### src/tld_pkg.sv
// Shared constants, types and helpers for the tagged-length deframer.
package tld_pkg;

	localparam int LENGTH_DIGITS_DEF = 13;
	localparam int LENGTH_WIDTH_DEF  = 32;
	localparam int BYTE_W            = 8;
	localparam int TAG_LEN           = 6;
	localparam int TAG_IDX_W         = 3;

	typedef logic [BYTE_W-1:0] byte_t;

	typedef struct packed {
		logic  valid;
		byte_t payload_byte;
		logic  frame_first;
		logic  frame_last;
		logic  frame_empty;
	} tld_result_t;

	function automatic byte_t tag_byte(input logic [TAG_IDX_W-1:0] idx);
		byte_t b;
		unique case (idx)
			3'd0: b = 8'h49; // I
			3'd1: b = 8'h41; // A
			3'd2: b = 8'h4C; // L
			3'd3: b = 8'h41; // A
			3'd4: b = 8'h52; // R
			3'd5: b = 8'h4D; // M
			default: b = 8'h00;
		endcase
		return b;
	endfunction

endpackage

### src/tld_ifs.sv
// Stream interfaces for received bytes and deframed results.
interface tld_in_if import tld_pkg::*; ();
	logic  valid;
	logic  ready;
	byte_t rx_byte;

	modport source (output valid, output rx_byte, input ready);
	modport sink   (input valid, input rx_byte, output ready);
endinterface

interface tld_out_if import tld_pkg::*; ();
	logic  valid;
	logic  ready;
	byte_t payload_byte;
	logic  frame_first;
	logic  frame_last;
	logic  frame_empty;

	modport source (output valid, output payload_byte, output frame_first,
		output frame_last, output frame_empty, input ready);
	modport sink   (input valid, input payload_byte, input frame_first,
		input frame_last, input frame_empty, output ready);
endinterface

### src/tld_parser.sv
// Header parser state machine: tag hunt, separator skip, length digits and payload count.
module tld_parser import tld_pkg::*; #(
	parameter int LENGTH_DIGITS = LENGTH_DIGITS_DEF,
	parameter int LENGTH_WIDTH  = LENGTH_WIDTH_DEF
) (
	input  logic        clk,
	input  logic        arst_n,
	input  logic        step,
	input  byte_t       data,
	output tld_result_t res
);

	localparam int DIG_W = $clog2(LENGTH_DIGITS + 1);
	localparam int MAC_W = LENGTH_WIDTH + 4;
	localparam logic [DIG_W-1:0] DIG_LAST = DIG_W'(LENGTH_DIGITS - 1);

	localparam logic [1:0] PH_HUNT    = 2'd0;
	localparam logic [1:0] PH_SEP     = 2'd1;
	localparam logic [1:0] PH_DIGITS  = 2'd2;
	localparam logic [1:0] PH_PAYLOAD = 2'd3;

	logic [1:0]              phase_q, phase_n;
	logic [TAG_IDX_W-1:0]    tag_q, tag_n;
	logic [DIG_W-1:0]        digits_q, digits_n;
	logic [LENGTH_WIDTH-1:0] sum_q, sum_n;
	logic                    bad_q, bad_n;
	logic [LENGTH_WIDTH-1:0] left_q, left_n;
	logic                    first_q, first_n;

	logic                    is_digit;
	logic [MAC_W-1:0]        mac;
	logic [LENGTH_WIDTH-1:0] len;

	assign is_digit = (data >= 8'h30) && (data <= 8'h39);
	assign mac = {1'b0, sum_q, 3'b000} + {3'b000, sum_q, 1'b0} + MAC_W'(data[3:0]);

	always_comb begin
		phase_n  = phase_q;
		tag_n    = tag_q;
		digits_n = digits_q;
		sum_n    = sum_q;
		bad_n    = bad_q;
		left_n   = left_q;
		first_n  = first_q;
		len      = '0;
		res      = '0;
		unique case (phase_q)
			PH_HUNT: begin
				if (data == tag_byte(tag_q)) begin
					tag_n = tag_q + 3'd1;
				end else begin
					tag_n = (data == tag_byte(3'd0)) ? 3'd1 : 3'd0;
				end
				if (tag_n == TAG_IDX_W'(TAG_LEN)) begin
					tag_n   = '0;
					phase_n = PH_SEP;
				end
			end
			PH_SEP: begin
				phase_n  = PH_DIGITS;
				digits_n = '0;
				sum_n    = '0;
				bad_n    = 1'b0;
			end
			PH_DIGITS: begin
				if (!is_digit) begin
					bad_n = 1'b1;
				end else if (!bad_q) begin
					if (mac[MAC_W-1:LENGTH_WIDTH] != '0) begin
						bad_n = 1'b1;
					end else begin
						sum_n = mac[LENGTH_WIDTH-1:0];
					end
				end
				if (digits_q == DIG_LAST) begin
					len      = bad_n ? '0 : sum_n;
					digits_n = '0;
					bad_n    = 1'b0;
					sum_n    = len;
					if (len == '0) begin
						phase_n         = PH_HUNT;
						res.valid       = 1'b1;
						res.frame_last  = 1'b1;
						res.frame_empty = 1'b1;
					end else begin
						left_n  = len;
						first_n = 1'b1;
						phase_n = PH_PAYLOAD;
					end
				end else begin
					digits_n = digits_q + 1'b1;
				end
			end
			PH_PAYLOAD: begin
				res.valid        = 1'b1;
				res.payload_byte = data;
				res.frame_first  = first_q;
				res.frame_last   = (left_q <= LENGTH_WIDTH'(1));
				first_n          = 1'b0;
				if (left_q != '0) begin
					left_n = left_q - 1'b1;
				end
				if (res.frame_last) begin
					phase_n = PH_HUNT;
				end
			end
			default: phase_n = PH_HUNT;
		endcase
	end

	always_ff @(posedge clk or negedge arst_n) begin
		if (!arst_n) begin
			phase_q  <= PH_HUNT;
			tag_q    <= '0;
			digits_q <= '0;
			sum_q    <= '0;
			bad_q    <= 1'b0;
			left_q   <= '0;
			first_q  <= 1'b0;
		end else if (step) begin
			phase_q  <= phase_n;
			tag_q    <= tag_n;
			digits_q <= digits_n;
			sum_q    <= sum_n;
			bad_q    <= bad_n;
			left_q   <= left_n;
			first_q  <= first_n;
		end
	end

endmodule

### src/tagged_length_deframer.sv
// Top level of the tagged-length deframer: input register, parser, result register.
// Takes one received byte per clock and sustains one byte per cycle with both
// sides free. A byte goes into an input register, is parsed from there, and
// its result (if any) is registered in the result register. Bytes are dropped
// until the tag "IALARM", one separator byte is skipped, LENGTH_DIGITS ASCII
// digits give the length, and that many payload bytes follow with first/last
// marks. A bad or zero length gives one result with frame_empty and
// frame_last set. While the result register holds an untaken result, only
// bytes that produce no result advance.
module tagged_length_deframer import tld_pkg::*; #(
	parameter int LENGTH_DIGITS = LENGTH_DIGITS_DEF,
	parameter int LENGTH_WIDTH  = LENGTH_WIDTH_DEF
) (
	input logic       clk,
	input logic       arst_n,
	tld_in_if.sink    rx,
	tld_out_if.source tx
);

	logic        valid_s1;
	byte_t       byte_s1;
	tld_result_t res;
	logic        out_free;
	logic        proc;

	logic        out_valid_q;
	byte_t       out_byte_q;
	logic        out_first_q;
	logic        out_last_q;
	logic        out_empty_q;

	tld_parser #(
		.LENGTH_DIGITS(LENGTH_DIGITS),
		.LENGTH_WIDTH (LENGTH_WIDTH)
	) u_parser (
		.clk   (clk),
		.arst_n(arst_n),
		.step  (proc),
		.data  (byte_s1),
		.res   (res)
	);

	assign out_free = !out_valid_q || tx.ready;
	assign proc     = valid_s1 && (!res.valid || out_free);
	assign rx.ready = !valid_s1 || proc;

	always_ff @(posedge clk or negedge arst_n) begin
		if (!arst_n) begin
			valid_s1 <= 1'b0;
		end else if (rx.ready) begin
			valid_s1 <= rx.valid;
		end
	end

	always_ff @(posedge clk) begin
		if (rx.ready && rx.valid) begin
			byte_s1 <= rx.rx_byte;
		end
	end

	always_ff @(posedge clk or negedge arst_n) begin
		if (!arst_n) begin
			out_valid_q <= 1'b0;
		end else if (proc && res.valid) begin
			out_valid_q <= 1'b1;
		end else if (tx.ready) begin
			out_valid_q <= 1'b0;
		end
	end

	always_ff @(posedge clk) begin
		if (proc && res.valid) begin
			out_byte_q  <= res.payload_byte;
			out_first_q <= res.frame_first;
			out_last_q  <= res.frame_last;
			out_empty_q <= res.frame_empty;
		end
	end

	assign tx.valid        = out_valid_q;
	assign tx.payload_byte = out_byte_q;
	assign tx.frame_first  = out_first_q;
	assign tx.frame_last   = out_last_q;
	assign tx.frame_empty  = out_empty_q;

	a_empty_shape: assert property (@(posedge clk) disable iff (!arst_n)
		tx.valid && tx.frame_empty |->
			tx.frame_last && !tx.frame_first && (tx.payload_byte == 8'h00))
		else $error("empty-frame result malformed");

	a_s1_hold: assert property (@(posedge clk) disable iff (!arst_n)
		valid_s1 && !proc |=> valid_s1 && $stable(byte_s1))
		else $error("stalled input register changed");

	a_ready_empty: assert property (@(posedge clk) disable iff (!arst_n)
		!valid_s1 |-> rx.ready)
		else $error("input not ready with empty input register");

	a_no_overwrite: assert property (@(posedge clk) disable iff (!arst_n)
		out_valid_q && !tx.ready |-> !(proc && res.valid))
		else $error("result register overwritten while stalled");

endmodule

### src/flat_wrapper.sv
// flat-port wrapper written by rule: the top's interface ports become plain ports
module tagged_length_deframer_flat import tld_pkg::*;
#(
	parameter int LENGTH_DIGITS = LENGTH_DIGITS_DEF,
	parameter int LENGTH_WIDTH  = LENGTH_WIDTH_DEF
)
  (clk, arst_n, rx_valid, rx_rx_byte, rx_ready, tx_valid, tx_payload_byte, tx_frame_first, tx_frame_last, tx_frame_empty, tx_ready);
  tld_in_if rx_i ();
  tld_out_if tx_i ();
  input logic clk;
  input logic arst_n;
  input wire logic [$bits(rx_i.valid)-1:0] rx_valid;
  input wire logic [$bits(rx_i.rx_byte)-1:0] rx_rx_byte;
  output wire logic [$bits(rx_i.ready)-1:0] rx_ready;
  output wire logic [$bits(tx_i.valid)-1:0] tx_valid;
  output wire logic [$bits(tx_i.payload_byte)-1:0] tx_payload_byte;
  output wire logic [$bits(tx_i.frame_first)-1:0] tx_frame_first;
  output wire logic [$bits(tx_i.frame_last)-1:0] tx_frame_last;
  output wire logic [$bits(tx_i.frame_empty)-1:0] tx_frame_empty;
  input wire logic [$bits(tx_i.ready)-1:0] tx_ready;
  assign rx_i.valid = rx_valid;
  assign rx_i.rx_byte = rx_rx_byte;
  assign rx_ready = rx_i.ready;
  assign tx_valid = tx_i.valid;
  assign tx_payload_byte = tx_i.payload_byte;
  assign tx_frame_first = tx_i.frame_first;
  assign tx_frame_last = tx_i.frame_last;
  assign tx_frame_empty = tx_i.frame_empty;
  assign tx_i.ready = tx_ready;
  tagged_length_deframer #(.LENGTH_DIGITS(LENGTH_DIGITS), .LENGTH_WIDTH(LENGTH_WIDTH)) u_core (.clk(clk), .arst_n(arst_n), .rx(rx_i), .tx(tx_i));
endmodule
### config.mk
export PLATFORM = sky130hd
export DESIGN_NAME = tagged_length_deframer_flat
export DESIGN_NICKNAME = d
export VERILOG_FILES = /design/src/tld_pkg.sv /design/src/tld_ifs.sv /design/src/tld_parser.sv /design/src/tagged_length_deframer.sv /design/src/flat_wrapper.sv
export SDC_FILE = /design/constraint.sdc
export NUM_CORES = 1
export LEC_CHECK = 0
export ABC_AREA = 1
export BUFFER_PORTS_ARGS = -buffer_cell sky130_fd_sc_hd__clkbuf_2
export CELL_PAD_IN_SITES_DETAIL_PLACEMENT = 0
export CELL_PAD_IN_SITES_GLOBAL_PLACEMENT = 1
export CORE_UTILIZATION = 50
export DETAILED_ROUTE_END_ITERATION = 7
export PLACE_DENSITY_LB_ADDON = 0.3
export SLEW_MARGIN = 20
export SYNTH_ARGS = -nofsm -noshare
export SYNTH_HDL_FRONTEND = slang
export SYNTH_SLANG_ARGS = --single-unit
export TNS_END_PERCENT = 20
### constraint.sdc
create_clock -name clk -period 9.7 [get_ports clk]
set_clock_uncertainty 0.15 [all_clocks]
set_input_delay 0.485 -clock clk [delete_from_list [all_inputs] [get_ports clk]]
set_output_delay 0.485 -clock clk [all_outputs]
set_load 0.02 [all_outputs]
==> After elaboration in Yosys (flattened, before gate mapping) <==
Index checks and enable logic that the tools add are counted.
{ "word_totals": {"regBits": 96, "input_bits": 12, "out_inout_bits": 13, "word_cells": 105} }
{ "classes": {"addsub": 5, "n_lt_le_gt_ge": 3, "eq_ne": 17, "n_mux": 41, "reduce_logical": 25} }
{ "ops": {"columns": ["cell", "n"], "rows": [
  ["2-to-1 mux 32 bit", 9],
  ["case mux 32 bit (2 select lines)", 2],
  ["adder 35 x 33 -> 36 bit", 1],
  ["adder 36 x 4 -> 36 bit", 1],
  ["case mux 7 bit (5 select lines)", 1],
  ["less-or-equal comparator 32 x 1 -> 1 bit, second input constant", 1],
  ["zero test 32 bit", 1],
  ["nonzero test 32 bit", 1],
  ["subtractor 32 x 1 -> 32 bit, second input constant", 1],
  ["2-to-1 mux 1 bit", 12],
  ["2-to-1 mux 2 bit", 6],
  ["inequality test 2 bit, second input constant", 5],
  ["equality test 3 bit, second input constant", 3],
  ["2-to-1 mux 3 bit", 3],
  ["equality test 8 x 7 -> 1 bit, second input constant", 1],
  ["equality test 8 bit", 1],
  ["greater-or-equal comparator 8 x 6 -> 1 bit, second input constant", 1],
  ["less-or-equal comparator 8 x 6 -> 1 bit, second input constant", 1],
  ["2-to-1 mux 8 bit", 1],
  ["case mux 1 bit (2 select lines)", 4],
  ["case mux 2 bit (4 select lines)", 1],
  ["case mux 4 bit (2 select lines)", 1],
  ["AND reduction 4 bit", 2],
  ["equality test 3 x 2 -> 1 bit, second input constant", 2],
  ["17 further kinds", 29]
]} }

==> Logic depth before layout (Yosys ltp) <==
{ "depth": {"word_depth": 17, "depth_mapped": 31, "ltp_nobuf": 29} }

==> Hierarchy <==
Synthesis repeated with hierarchy kept, for this count alone.
{ "unflattened": {"hier_cells": 1290, "area_unflattened_um2": 8564.5} }
{ "by_module_without_submodules": {"columns": ["module", "n_inst", "cells_per_inst", "area_each_um2", "seq_area_each_um2"], "rows": [
  ["tld_parser", 1, 1256, 7883.8, 1876.8],
  ["tagged_length_deframer", 1, 34, 680.7, 620.6]
]} }

==> Worst setup path before layout <==
Ideal clock, no wire load.
{ "synth_path": {"path_kind": "reg-to-reg", "startpoint": "reg u_core.u_parser.sum_q[0]", "endpoint": "reg u_core.byte_s1[0] (enable)", "setup_ps": 273, "arrival_time_ps": 3406, "t_required_ps": 9277, "slack_ps": 5871, "path_stages_with_launch": 28, "path_buffers": 1, "synth_period_minus_slack_ps": 3829, "path_cell_list": "dfrtp_1 inv_1 fa_1 inv_1 fa_1 nand2_1 nand2_1 nand3b_1 nand2_1 nand2_1 nand2_2 nand2_2 nand2_1 nand2_1 nand2_1 nand2_2 nor2_4 buf_6 o21ai_1 nand2_1 nor2_1 nand2_1 nor2_2 nand3_2 nand2_2 nand3_1 nand2_1 inv_1"} }
{ "synth_between": {"elab_chain_cells": 17, "word_cells_on_any_way": 21, "classes_between": "2 x add/sub; 12 x mux; 7 x reduce/logical"} }
{ "synth_rtl": {"columns": ["element", "line_no", "text"], "rows": [
  ["start, declared", "tld_parser.sv:25", "logic [LENGTH_WIDTH-1:0] sum_q, sum_n;"],
  ["start signal, assigned", "tld_parser.sv:124", "sum_q <= sum_n;"],
  ["adder 35 x 33 -> 36 bit", "tld_parser.sv:35", "assign mac = {1'b0, sum_q, 3'b000} + {3'b000, sum_q, 1'b0} + MAC_W'(data[3:0]);"],
  ["adder 36 x 4 -> 36 bit", "tld_parser.sv:35", null],
  ["nonzero test 4 bit", "tld_parser.sv:69", "if (mac[MAC_W-1:LENGTH_WIDTH] != '0) begin"],
  ["2-to-1 mux 32 bit or 2-to-1 mux 1 bit (tied branches)", "tld_parser.sv:69", null],
  ["2-to-1 mux 32 bit or 2-to-1 mux 1 bit (tied branches)", "tld_parser.sv:68", "end else if (!bad_q) begin"],
  ["2-to-1 mux 32 bit or 2-to-1 mux 1 bit (tied branches)", "tld_parser.sv:66", "if (!is_digit) begin"],
  ["2-to-1 mux 32 bit or 2-to-1 mux 1 bit (tied branches)", "tld_parser.sv:47", "unique case (phase_q)"],
  ["2-to-1 mux 32 bit *", "tld_parser.sv:76", "len = bad_n ? '0 : sum_n;"],
  ["[... 2 more ...]", null, null],
  ["2-to-1 mux 1 bit *", "tld_parser.sv:75", "if (digits_q == DIG_LAST) begin"],
  ["case mux 1 bit (2 select lines) *", "tld_parser.sv:47", null],
  ["zero test 1 bit *", "tagged_length_deframer.sv:44", "assign proc = valid_s1 && (!res.valid || out_free);"],
  ["logical OR 1 bit *", "tagged_length_deframer.sv:44", null],
  ["logical AND 1 bit *", "tagged_length_deframer.sv:44", null],
  ["logical OR 1 bit *", "tagged_length_deframer.sv:45", "assign rx.ready = !valid_s1 || proc;"],
  ["net rx_ready", "flat_wrapper.sv:14", "output wire logic [$bits(rx_i.ready)-1:0] rx_ready;"],
  ["logical AND 1 bit *", "tagged_length_deframer.sv:56", "if (rx.ready && rx.valid) begin"],
  ["end signal, assigned", "tagged_length_deframer.sv:57", "byte_s1 <= rx.rx_byte;"],
  ["end, declared", "tagged_length_deframer.sv:21", "byte_t byte_s1;"]
]} }
The timed path passes the listed nets; every way through them passes the cells marked *. The select of a mux whose other input is x is not followed.
A chain may end at the register's enable or synchronous reset.

==> Worst setup path in the final report <==
{ "layout_path": {"startpoint": "reg u_core.byte_s1[3]", "endpoint": "reg u_core.u_parser.sum_q[28]"} }
{ "layout_between": {"elab_chain_cells": 15, "word_cells_on_any_way": 24, "classes_between": "1 x add/sub; 2 x order compare; 14 x mux; 7 x reduce/logical"} }
{ "layout_rtl": {"columns": ["element", "line_no", "text"], "rows": [
  ["adder 36 x 4 -> 36 bit", "tld_parser.sv:35", null],
  ["nonzero test 4 bit", "tld_parser.sv:69", null],
  ["2-to-1 mux 32 bit or 2-to-1 mux 1 bit (tied branches)", "tld_parser.sv:69", null],
  ["2-to-1 mux 32 bit or 2-to-1 mux 1 bit (tied branches)", "tld_parser.sv:68", null],
  ["2-to-1 mux 32 bit or 2-to-1 mux 1 bit (tied branches)", "tld_parser.sv:66", null],
  ["2-to-1 mux 32 bit or 2-to-1 mux 1 bit (tied branches)", "tld_parser.sv:47", null],
  ["2-to-1 mux 32 bit", "tld_parser.sv:76", null],
  ["zero test 32 bit", "tld_parser.sv:80", "if (len == '0) begin"],
  ["2-to-1 mux 1 bit", "tld_parser.sv:80", null],
  ["2-to-1 mux 1 bit", "tld_parser.sv:75", null],
  ["case mux 1 bit (2 select lines)", "tld_parser.sv:47", null],
  ["zero test 1 bit", "tagged_length_deframer.sv:44", null],
  ["logical OR 1 bit", "tagged_length_deframer.sv:44", null],
  ["logical AND 1 bit", "tagged_length_deframer.sv:44", null],
  ["AND reduction 2 bit (no line)", null, null]
]} }
Several ways; a longest one is shown, not always the timed one. The select of a mux whose other input is x is not followed.

==> results.md <==
- Util after Layout: 55.2%
- Remaining Overflow, GRT: 0
- Post-CTS Hold Buffers: 1
- Worst Setup End Kind: flop
- Crit. Startpoint: u_core.byte_s1[3]$_DFFE_PP_
- FF/Latch Area: 2500 um^2
- Final Non-Filler Cells: 1,523
- Area share of the largest cell type after synthesis: 22.5%
- Most used cell, CP: nand2_1
- I/O Buffers: 24
- Hold-critical path endpoint: u_core.byte_s1[6]$_DFFE_PP_
- Reg2Reg Capture Point: u_core.u_parser.sum_q[28]$_DFFE_PN0P_
- Routability cong.: 0.909
- Peak VDD IR: 0.152 mV
- Cell Area, Synth: 8570 um^2
- Synthesized flop and latch total: 96
- Die area: 17,700 um^2
- Syn-to-layout area delta: 7.20%
- Measured slew at the worst slew-check pin: 0.882 ns
- Total Routed Length: 24,800 um
- Tot Pwr: 0.00171 W
- Deepest clock path buffer count: 2
- Setup crit start kind: flop
- Post-DP HPWL: 19,100 um
- Cell Rows: 47
- Clock power frac: 24.0%
- Hold Path Stages: 1
- Number of global-route vias before repair: 7,444
- Initial antenna violation count: 0
- Met2 Track Usage GR: 47.8%
- Largest net degree at the start of global routing: 76
- Starting DRT DRC Count: 471
- Clock transition at the registers of the reported paths: 0.07 ns
- Count of final hold-check violations: 0
- CP max FO: 68
- Die X: 133 um
- Sequential element share of the synthesized area: 29.2%
- First-pass GRT wire length: 39,600 um
- Routing usage on met1: 39.3%
- CTS tree: yes
- Most frequent cells in the layout: 342 x nand2_1, 216 x inv_1, 129 x o21ai_0
- Overall via count from detail_route: 8,144
- Max Slew Vio Count: 0
- Post-synth EDFFs: 19
- Cells after Synth: 1,288
- Leakage: 5.06 nW
- Post-synth top area cell: dfrtp_1
- Syn Nets: 1,377
- Busiest grt layer: met2
- Max Cap Viol: 0
- Tmin final: 5.44 ns
- Synth Warn #: 0
- Via-to-Cell Ratio: 5.35
- Post-route ant nets: 0
- CP Class: reg -> reg
- # diodes: 0
- Outcome: finished clean
- Async SR Flop Fraction: 80.2%
- Worst EP required: 9.80 ns
- Netlist cell types: 46
- # clock sinks: 96
- Sequential power share: 33.3%
- Critical path arrival: 5.54 ns
- RSZ-0062 raised after global routing: false
- Final Cycle Share: 56.1%
- CTS root buffer: clkbuf_16
- 1st-pass router iterations: 5
- GRT met3 Usage: 4.02%
- Worst Hold Class: in -> reg
- Worst R2R Setup Slack: 4.26 ns
- Dpl cells: 1,505
- Multi-input logic area: 5070 um^2
- Pint: 0.000939 W
- Clock latency on the worst-skew pair: 0.36 ns
- Drt wl/cell: 16.3 um
- Min-delay src: rx_rx_byte[6]
- FILL cells: 1,694
- Post_cts resized: 0
- Die height: 133 um
- F_max: 184 MHz
- R2R depth: 28
- Final nets: 1,387
- Cts bufs inserted: 9
- Mean post-synth cell area: 6.65 um^2
- Starting Density: 51.5%
- Total GRT Usage: 29.0%
- Core Box Area: 16,600 um^2
- Final worst-path setup slack: 4.26 ns
- Synth area leaders: dfrtp_1 22%, nand2_1 15%, ha_1 11%
- TNS Setup: 0 ns
- Ratio of cells with drive above 1 in the final layout: 5.83%
- Logic pwr share: 42.7%
- Power per cell area: 186 nW/um^2
- Most common library cell in the layout ignoring fill and taps: nand2_1
- CP peak stage delay: 0.64 ns
- Slew margin rel.: 40.8%
- DRC Markers: 0
- Setup Fix Bufs, Post-CTS: 0
- Dpl ws: 4.27 ns
- Endpoints failing setup: 0
- I/O pins: 25
- Primary FF master, synth: dfrtp_1
- Switch share: 45.1%
- Sw power: 0.000771 W
- FF-to-FF Start: u_core.byte_s1[3]$_DFFE_PP_
- Slowest CP cell: nor2_8
- CTS H-tree depth: 3
[synthesized netlist by cell type (8+ instances only)]
cell,count
nand2_1,342
inv_1,216
o21ai_0,129
nor2_1,106
nand3_1,80
dfrtp_1,77
ha_1,75
a21oi_1,45
nor3_1,22
o21ai_1,22
xor2_1,22
edfxtp_1,19
clkbuf_1,16
nand4_1,13
xnor2_1,12
nand2_2,11
o211ai_1,9
nor2_2,8
[per-layer routing]
layer	part of all wire [%]	wire, um	vias to the layer above
met1	47	11600	3782
met5	0	0	-
met4	2.3	564	0
met2	47	11500	178
li1	-	-	4153
met3	4.2	1050	31
[registers in the layout, indices dropped and copies added (netlist names), 2 cells and up]
register	count
u_core.u_parser.tag_q	3
u_core.u_parser.phase_q	2
u_core.u_parser.digits_q	4
u_core.byte_s1	8
u_core.u_parser.sum_q	32
u_core.u_parser.left_q	32
u_core.tx.payload_byte	8
[area by class of cell]
cell class              instances  area share [%]
multi-input cells             942            55.3
flip-flops and latches         96            27.2
inverters                     220            8.99
well taps                     220            3.00
clock buffers                   9            2.45
repair buffers                 29            1.95
clock inverters                 7            1.16
[critical path, delay by kind of cell (launching register included)]
family          cells  cell delay, ns
compound gates      1            0.35
buf+inv             3            0.41
flops               1            0.44
simple gates       22            3.02
fa+ha+maj           2            0.91
[stage by stage]
stage                     hold slack [ns]  area [um^2]
after floorplan                    0.0394         8570
after global placement              0.140         8820
after detailed placement            0.140         8820
after CTS                           0.131         9160
after global routing                0.131         9180
final                               0.143         9180
[how the worst max path moves through the flow]
stage | endpoint | cells past startpoint
after floorplan | u_core.byte_s1[0]$_DFFE_PP_ | 27
after global placement | u_core.u_parser.left_q[5]$_DFFE_PN0P_ | 26
after detailed placement | u_core.u_parser.left_q[22]$_DFFE_PN0P_ | 27
after CTS | u_core.u_parser.left_q[18]$_DFFE_PN0P_ | 27
after global routing | u_core.u_parser.sum_q[29]$_DFFE_PN0P_ | 28
final | u_core.u_parser.sum_q[28]$_DFFE_PN0P_ | 28
[kinds of logic (layout without fill, tap and decap cells)]
| group | Yosys count | count (layout) | share of synthesized area, % |
|---|---|---|---|
| fa+ha+maj | 77 | 77 | 11.4 |
| flops | 96 | 96 | 29.2 |
| simple gates | 608 | 608 | 30.5 |
| xor+xnor | 34 | 34 | 3.48 |
| buf+inv | 250 | 265 | 11.6 |
| compound gates | 223 | 223 | 13.8 |
[power by group through the flow]
stage	combinational (W)	clock [W]	sequential, W
floorplan	0.000558	0	0.000571
global placement	0.000709	0	0.000574
detailed placement	0.000719	0	0.000574
CTS	0.000722	0.000420	0.000568
global route	0.000829	0.000429	0.000581
finish	0.000730	0.000411	0.000569
No activity file was read; power rests on OpenSTA's default activity.
